**config.mk**
```make
export PLATFORM = sky130hd
export DESIGN_NAME = pwm_duty_period_capture_top
export DESIGN_NICKNAME = d
export VERILOG_FILES = /design/src/rtl/pdpc_pkg.sv /design/src/rtl/pdpc_div.sv /design/src/rtl/pwm_duty_period_capture_top.sv
export VERILOG_INCLUDE_DIRS = /design/src /design/src/rtl
export SDC_FILE = /design/constraint.sdc
export NUM_CORES = 1
export LEC_CHECK = 0
export ABC_CLOCK_PERIOD_IN_PS = 15200
export CORE_ASPECT_RATIO = 1.75
export CORE_UTILIZATION = 42
export CTS_BUF_LIST = sky130_fd_sc_hd__clkbuf_4
export DETAILED_ROUTE_END_ITERATION = 7
export DONT_BUFFER_PORTS = 1
export GPL_ROUTABILITY_DRIVEN = 0
export SYNTH_ARGS = -nofsm -noshare
export SYNTH_HDL_FRONTEND = slang
export SYNTH_SLANG_ARGS = --single-unit
export TNS_END_PERCENT = 10
```
**constraint.sdc**
```tcl
create_clock -name clk_i -period 15.2 [get_ports clk_i]
set_input_delay 0.76 -clock clk_i [delete_from_list [all_inputs] [get_ports clk_i]]
set_output_delay 0.76 -clock clk_i [all_outputs]
set_load 0.02 [all_outputs]
```
**src/rtl/pwm_duty_period_capture_top_defines.svh**
```systemverilog
// Assertion macros for the PWM duty/period capture block.
// Used by pwm_duty_period_capture_top; no other dependencies.
`ifndef PWM_DUTY_PERIOD_CAPTURE_TOP_DEFINES_SVH
`define PWM_DUTY_PERIOD_CAPTURE_TOP_DEFINES_SVH

`ifndef SYNTHESIS
// same-cycle implication
`define PDPC_ASSERT_IMP(lbl, ante, cons) \
  lbl: assert property (@(posedge clk_i) disable iff (!rst_ni) (ante) |-> (cons)) \
    else $error("pdpc assertion failed");
// next-cycle implication
`define PDPC_ASSERT_NXT(lbl, ante, cons) \
  lbl: assert property (@(posedge clk_i) disable iff (!rst_ni) (ante) |=> (cons)) \
    else $error("pdpc assertion failed");
`else
`define PDPC_ASSERT_IMP(lbl, ante, cons)
`define PDPC_ASSERT_NXT(lbl, ante, cons)
`endif

`endif

```
**src/rtl/pdpc_pkg.sv**
```systemverilog
// Shared types and constants of the PWM duty/period capture block.
// No dependencies; used by pdpc_div and pwm_duty_period_capture_top.
package pdpc_pkg;

  localparam int unsigned CapW  = 16;
  localparam int unsigned OvfW  = 16;
  localparam int unsigned TickW = 32;
  localparam int unsigned DutyW = 16;

  localparam logic CmdOverflow = 1'b0;
  localparam logic CmdCapture  = 1'b1;

  localparam logic EdgeFalling = 1'b0;
  localparam logic EdgeRising  = 1'b1;

  typedef enum logic [1:0] {
    ST_IDLE,
    ST_DIV,
    ST_XFER
  } ctrl_state_e;

  typedef struct packed {
    logic busy;
    logic done;
  } div_stat_t;

  typedef struct packed {
    logic              measurement_valid;
    logic              measure_error;
    logic [DutyW-1:0]  duty_fraction;
    logic [TickW-1:0]  period_ticks;
    logic [TickW-1:0]  first_interval_ticks;
    logic              stop_and_clear;
    logic              next_edge_rising;
  } result_t;

endpackage

```
**src/rtl/pdpc_div.sv**
```systemverilog
// Bit-serial restoring divider for the duty fraction, one quotient bit per cycle.
// Depends on pdpc_pkg.
module pdpc_div (
  input  logic                        clk_i,
  input  logic                        rst_ni,
  input  logic                        start_i,
  input  logic [pdpc_pkg::TickW-1:0]  dividend_i,
  input  logic [pdpc_pkg::TickW-1:0]  divisor_i,
  output pdpc_pkg::div_stat_t         stat_o,
  output logic [pdpc_pkg::DutyW-1:0]  duty_o
);

  localparam int unsigned Fb   = pdpc_pkg::DutyW;
  localparam int unsigned TW   = pdpc_pkg::TickW;
  localparam int unsigned CntW = $clog2(Fb + 1);

  logic [TW:0]    rem_q, rem_d;
  logic [TW-1:0]  den_q, den_d;
  logic [Fb:0]    quo_q, quo_d;
  logic [CntW-1:0] cnt_q, cnt_d;
  logic           busy_q, busy_d;
  logic           done_q, done_d;

  logic [TW+1:0]  trial;
  logic           ge;
  logic [TW:0]    rem_sel;
  logic [Fb-1:0]  sat;

  assign trial   = {1'b0, rem_q} - {2'b00, den_q};
  assign ge      = ~trial[TW+1];
  assign rem_sel = ge ? trial[TW:0] : rem_q;

  always_comb begin
    rem_d  = rem_q;
    den_d  = den_q;
    quo_d  = quo_q;
    cnt_d  = cnt_q;
    busy_d = busy_q;
    done_d = 1'b0;
    if (start_i) begin
      rem_d  = {1'b0, dividend_i};
      den_d  = divisor_i;
      quo_d  = '0;
      cnt_d  = '0;
      busy_d = 1'b1;
    end else if (busy_q) begin
      // shift in one quotient bit, double the partial remainder
      quo_d = {quo_q[Fb-1:0], ge};
      rem_d = {rem_sel[TW-1:0], 1'b0};
      cnt_d = cnt_q + CntW'(1);
      if (cnt_q == CntW'(Fb)) begin
        busy_d = 1'b0;
        done_d = 1'b1;
      end
    end
  end

  always_ff @(posedge clk_i or negedge rst_ni) begin
    if (!rst_ni) begin
      cnt_q  <= '0;
      busy_q <= 1'b0;
      done_q <= 1'b0;
    end else begin
      cnt_q  <= cnt_d;
      busy_q <= busy_d;
      done_q <= done_d;
    end
  end

  always_ff @(posedge clk_i) begin
    rem_q <= rem_d;
    den_q <= den_d;
    quo_q <= quo_d;
  end

  // a quotient of exactly one saturates to all ones
  assign sat    = quo_q[Fb] ? '1 : quo_q[Fb-1:0];
  assign duty_o = sat;

  assign stat_o.busy = busy_q;
  assign stat_o.done = done_q;

endmodule

```
**src/rtl/pwm_duty_period_capture_top.sv**
```systemverilog
// PWM duty/period capture: a timer-event sequencer with a bit-serial duty divider.
// Depends on pdpc_pkg, pdpc_div and pwm_duty_period_capture_top_defines.svh.
//
// Each input beat is a timer event (tuser: 0 overflow, 1 edge capture) and
// yields exactly one output beat. Overflow events, ignored captures, the
// first capture of a cycle and a closing capture flagged as an error have
// their result registered and then moved to the output register once it
// frees. A closing capture without error first runs through the restoring
// divider, which produces one quotient bit per cycle, before its result moves
// on. A new event is accepted as soon as the previous result has moved to the
// output register, so one finished result may wait on the output while the
// next event is taken; a second finished result holds off the input until
// the output drains.
// Period is reported in timer ticks; conversion to seconds is left to software.
`include "pwm_duty_period_capture_top_defines.svh"

module pwm_duty_period_capture_top (
  input  logic        clk_i,
  input  logic        rst_ni,
  input  logic        s_axis_tvalid_i,
  output logic        s_axis_tready_o,
  // [15:0] capture_value, [16] timer_running, [23:17] zero
  input  logic [23:0] s_axis_tdata_i,
  // [0] cmd
  input  logic        s_axis_tuser_i,
  output logic        m_axis_tvalid_o,
  input  logic        m_axis_tready_i,
  // [0] next_edge_rising, [1] stop_and_clear, [33:2] first_interval_ticks,
  // [65:34] period_ticks, [81:66] duty_fraction, [82] measure_error, [87:83] zero
  output logic [87:0] m_axis_tdata_o,
  // [0] measurement_valid
  output logic        m_axis_tuser_o
);

  localparam int unsigned TW = pdpc_pkg::TickW;

  pdpc_pkg::ctrl_state_e state_q, state_d;
  logic [pdpc_pkg::OvfW-1:0] ovf_q, ovf_d;
  logic                      second_q, second_d;
  logic [TW-1:0]             first_q, first_d;
  logic                      edge_q, edge_d;
  pdpc_pkg::result_t         res_q, res_d;
  pdpc_pkg::result_t         out_q, out_d;
  logic                      out_valid_q, out_valid_d;

  logic                      accept;
  logic [pdpc_pkg::CapW-1:0] cap;
  logic                      running;
  logic [63:0]               hi_wide;
  logic [TW-1:0]             ext;
  logic                      div_start;
  logic [TW-1:0]             diff;
  pdpc_pkg::div_stat_t       div_stat;
  logic [pdpc_pkg::DutyW-1:0] div_duty;

  assign cap     = s_axis_tdata_i[15:0];
  assign running = s_axis_tdata_i[16];
  assign accept  = s_axis_tvalid_i && s_axis_tready_o;
  assign s_axis_tready_o = (state_q == pdpc_pkg::ST_IDLE);

  // extend the capture with the overflow count, wrapping at 32 bits
  assign hi_wide = 64'(ovf_q) << pdpc_pkg::CapW;
  assign ext     = hi_wide[TW-1:0] + TW'(cap);
  assign diff    = ext - first_q;

  always_comb begin
    state_d     = state_q;
    ovf_d       = ovf_q;
    second_d    = second_q;
    first_d     = first_q;
    edge_d      = edge_q;
    res_d       = res_q;
    out_d       = out_q;
    out_valid_d = out_valid_q;
    div_start   = 1'b0;

    if (out_valid_q && m_axis_tready_i) begin
      out_valid_d = 1'b0;
    end

    unique case (state_q)
      pdpc_pkg::ST_IDLE: begin
        if (accept) begin
          res_d   = '0;
          state_d = pdpc_pkg::ST_XFER;
          if (s_axis_tuser_i == pdpc_pkg::CmdOverflow) begin
            ovf_d = ovf_q + 1'b1;
          end else if (running) begin
            if (!second_q) begin
              first_d  = ext;
              edge_d   = pdpc_pkg::EdgeFalling;
              second_d = 1'b1;
            end else begin
              res_d.period_ticks      = ext;
              res_d.measurement_valid = 1'b1;
              res_d.stop_and_clear    = 1'b1;
              edge_d   = pdpc_pkg::EdgeRising;
              second_d = 1'b0;
              ovf_d    = '0;
              if (ext == '0 || first_q > ext) begin
                res_d.measure_error = 1'b1;
              end else begin
                div_start = 1'b1;
                state_d   = pdpc_pkg::ST_DIV;
              end
            end
          end
          res_d.next_edge_rising     = edge_d;
          res_d.first_interval_ticks = first_d;
        end
      end
      pdpc_pkg::ST_DIV: begin
        if (div_stat.done) begin
          res_d.duty_fraction = div_duty;
          state_d = pdpc_pkg::ST_XFER;
        end
      end
      pdpc_pkg::ST_XFER: begin
        // hand the result over once the output register frees
        if (!out_valid_q || m_axis_tready_i) begin
          out_d       = res_q;
          out_valid_d = 1'b1;
          state_d     = pdpc_pkg::ST_IDLE;
        end
      end
      default: begin
        state_d = pdpc_pkg::ST_IDLE;
      end
    endcase
  end

  always_ff @(posedge clk_i or negedge rst_ni) begin
    if (!rst_ni) begin
      state_q     <= pdpc_pkg::ST_IDLE;
      ovf_q       <= '0;
      second_q    <= 1'b0;
      first_q     <= '0;
      edge_q      <= pdpc_pkg::EdgeRising;
      out_valid_q <= 1'b0;
    end else begin
      state_q     <= state_d;
      ovf_q       <= ovf_d;
      second_q    <= second_d;
      first_q     <= first_d;
      edge_q      <= edge_d;
      out_valid_q <= out_valid_d;
    end
  end

  always_ff @(posedge clk_i) begin
    res_q <= res_d;
    out_q <= out_d;
  end

  pdpc_div u_div (
    .clk_i      (clk_i),
    .rst_ni     (rst_ni),
    .start_i    (div_start),
    .dividend_i (diff),
    .divisor_i  (ext),
    .stat_o     (div_stat),
    .duty_o     (div_duty)
  );

  assign m_axis_tvalid_o = out_valid_q;
  assign m_axis_tuser_o  = out_q.measurement_valid;
  assign m_axis_tdata_o  = {5'b00000, out_q.measure_error, out_q.duty_fraction,
                            out_q.period_ticks, out_q.first_interval_ticks,
                            out_q.stop_and_clear, out_q.next_edge_rising};

  `PDPC_ASSERT_IMP(a_div_done_in_div, div_stat.done, state_q == pdpc_pkg::ST_DIV)
  `PDPC_ASSERT_NXT(a_start_enters_div, div_start, div_stat.busy && state_q == pdpc_pkg::ST_DIV)
  `PDPC_ASSERT_IMP(a_meas_stops_rising, m_axis_tvalid_o && out_q.measurement_valid,
                   out_q.stop_and_clear && out_q.next_edge_rising)
  `PDPC_ASSERT_IMP(a_err_zero_duty, m_axis_tvalid_o && out_q.measure_error,
                   out_q.duty_fraction == '0 && out_q.measurement_valid)

endmodule

```
==> qor.yml <==
power:
  p_leak_nw: 6.879
  max-vdd-ir-drop_v: 0.00008448
  powerDensity_mw_per_mm2: 215.3
cells_and_area:
  layout.nets: 1436
  drive_gt1_frac: 0.1362
  area_delta_synth_final_pct: 10.54
drt:
  drcViolationCount: 0
  final_antenna_net_count: 0
  vias: 9893
  wl_per_cell_um: 17.96
  dr.first_iter.drc_count: 388
  viasPerCell: 5.290
  wl_mm: 33.58
  dr.pass1.iters: 5
die:
  die_x_um: 145.2
  start_util: 0.4267
  ios: 120
  core_mm2: 0.03530
  dieArea_mm2: 0.03665
  fp-row-count: 91
  die_h_um: 252.5
clocking:
  cts-root-buf: "clkbuf_4"
  htree_levels: 3
  clockBufferDepth: 3
  insertion_delay_ns: 0.77
  clock_sinks: 308
  numCtsBuffers: 77
  cts_tree: "built"
  holdBufCountCts: 2
  cts_setup_buffers: 0
  post_cts_resized: 0
  path_clk_slew_ns: 0.07
status:
  outcome: "finished, final reports clean"
global_route:
  grt-ovfl-total: 0
  grt.total_usage: 0.1895
  grt_max_degree: 61
  grt_pass1_vias: 10280
  antenna_found_initial: 2
  grt_pass1_wl_mm: 53.61
synthesis:
  synthTopCellsByArea: "edfxtp_1 (46%), dfrtp_1 (9.8%), ha_1 (5.6%), nor2_1 (3.2%), nand2_1 (2.7%)"
  synthesis.area_mm2: 0.01506
  synthFlopType: "edfxtp_1"
  synth.avg_cell_area_um2: 11.65
  synth_top_area_cell: "edfxtp_1"
  synthCells: 1293
  ys_types: 72
  async_reset_ff_frac: 0.1948
  synth_seq_cells: 308
  synth_top_area_share: 0.4585
  synth_edf_count: 230
  yosysWarnings: 0
  ys_seq_area_frac: 0.5822
critical_path:
  endpoint_kind: "flop"
  critical_path_class: "flop to flop"
  path_buf_inv: 5
  slowest_delay_ns: 0.45
  crit_path_max_fanout: 54
  cp-start-kind: "flop"
  cp_cell_sequence: "inv_1 -> ha_1 -> nor2b_1 -> o31a_1 -> o31ai_1 -> nand2_1 -> a31oi_1 -> o22ai_1 -> buf_4 -> nand2_2 -> buf_4 -> inv_2 -> buf_4 -> a21oi_1 -> a22oi_1"
  cpMaxStageDelayCell: "buf_4"
  cp_data_required_time_ns: 15.66
  crit_arrival_ns: 4.88
  crit_family: "compound AO/OA/AOI/OAI gates"
  crit_top_cell: "buf_4"
hold_path:
  hold_class: "input pin to flop"
sta:
  timing.fmax_mhz: 226.2
  setup_violations: 0
  tns_ns: 0
  fin_crit_ns: 4.422
  slew_violations: 0
  finalCritPeriodShare: 0.2909
  rsz0062_at_grt: "false"
  slew_headroom: 0.2130
  worst_pin_slew_ns: 1.180
  setup_slack_ns: 10.78
  hold_viol: 0
  fin_worst_skew_ns: 0.05294
place:
  post-place-ws_ns: 10.29
  hpwl_mm: 23.49
  numPortBuffers: 0
job:
  maxCapViolations: 0
## cell usage after synthesis, types with 10 or more instances
master	count
xnor2_1	30
or3_1	11
nand2_1	109
xor2_1	34
and2_1	31
o21ai_1	13
nor2_1	128
inv_1	86
dfrtp_1	59
mux2_2	36
and3_1	10
ha_1	68
dfxtp_1	18
nand2b_1	13
nand3_1	18
a31oi_1	22
a21o_1	11
o21ai_0	54
a21oi_1	71
o21bai_1	10
mux2i_1	30
nand4_1	14
mux2_1	23
clkbuf_1	36
edfxtp_1	230
## sequential cells by signal, indices dropped and copies added, names as in the netlist
register         flops
edge_q               1
res_q               83
ovf_q               16
m_axis_tvalid_o      1
u_div.cnt_q          5
first_q             32
m_axis_tuser_o       1
u_div.quo_q         17
u_div.busy_q         1
second_q             1
m_axis_tdata_o      82
u_div.done_q         1
u_div.rem_q         33
u_div.den_q         32
state_q              2
## placed cells by master, fill, tap and decap left out, drive strengths merged, types with 4 or more instances in the layout
cell type,instances
nor4,6
a21o,11
nor2b,9
a21boi,4
or3,11
nand3,18
dfxtp,18
nor3b,6
and3,10
mux2i,30
a211oi,11
nand2,110
ha,68
clkbuf,116
and2,31
inv,89
o211ai,5
bufinv,4
nor2,128
nand2b,13
conb,5
xnor2,30
o2111ai,4
o21ai,67
mux2,59
clkinv,21
a22oi,6
o21bai,10
edfxtp,230
a21oi,71
nor3,10
buf,13
nand4,14
o21a,9
xor2,34
dfrtp,59
a31oi,23
## kinds of logic after synthesis
| family | Yosys count | share of synthesized area |
|---|---|---|
| flops | 308 | 0.5822 |
| simple gates | 375 | 0.1163 |
| compound gates | 246 | 0.1023 |
| buf+inv | 140 | 0.03854 |
| mux | 89 | 0.06405 |
| other cells | 1 | 0.0002490 |
| xor+xnor | 64 | 0.03722 |
| fa+ha+maj | 70 | 0.05915 |
## metrics by stage
stage	util	hold slack, ns	cells	power, mW	cell area, um^2
CTS	0.4715	0.04970	1867	3.631	16640
global placement	0.4395	0.4008	1721	2.821	15510
detailed placement	0.4395	0.4045	1721	2.850	15510
floorplan	-	0.4003	1297	2.507	15080
global route	0.4716	0.06269	1869	3.847	16650
finish	0.4717	0.1092	1870	3.585	16650
## per-layer routing
metal	wire length, um	GRT usage
met5	0	0
met4	1707	0.1272
met3	1248	0.03755
met2	18310	0.3571
met1	12310	0.1859
## cell type report
class / instances / area, um^2
clock buffer: 116 / 870.8
inverter: 87 / 326.6
antenna: 3 / 7.507
fill: 3292 / 18650
tap: 465 / 581.8
sequential: 308 / 8770
multi-input combinational: 849 / 5746
timing repair buffer: 14 / 127.6
clock inverter: 28 / 220.2
## power by group
part	switching, mW	internal, mW	total, mW	leakage (nW)
registers	0.232	1.28	1.51	3.12
logic	0.803	0.514	1.32	3.12
clock network	0.334	0.420	0.754	0.644
total	1.37	2.22	3.59	6.88
## worst paths after layout
kind,start,to,cells past startpoint,slack (ns)
max reg2reg,first_q[2]$_DFFE_PN0P_,u_div.rem_q[30]$_DFFE_PP_,15,10.78
min,s_axis_tdata_i[14],u_div.den_q[14]$_DFFE_PP_,0,0.11
max,first_q[2]$_DFFE_PN0P_,u_div.rem_q[30]$_DFFE_PP_,15,10.78
min reg2reg,res_q[76]$_DFFE_PP_,m_axis_tdata_o[76]$_DFFE_PP_,0,0.40
min in group asynchronous,rst_ni,state_q[0]$_DFFE_PN0P_,2,0.54
max in group asynchronous,rst_ni,edge_q$_DFFE_PN1P_,2,14.29
No activity file was read; power rests on OpenSTA's default activity.
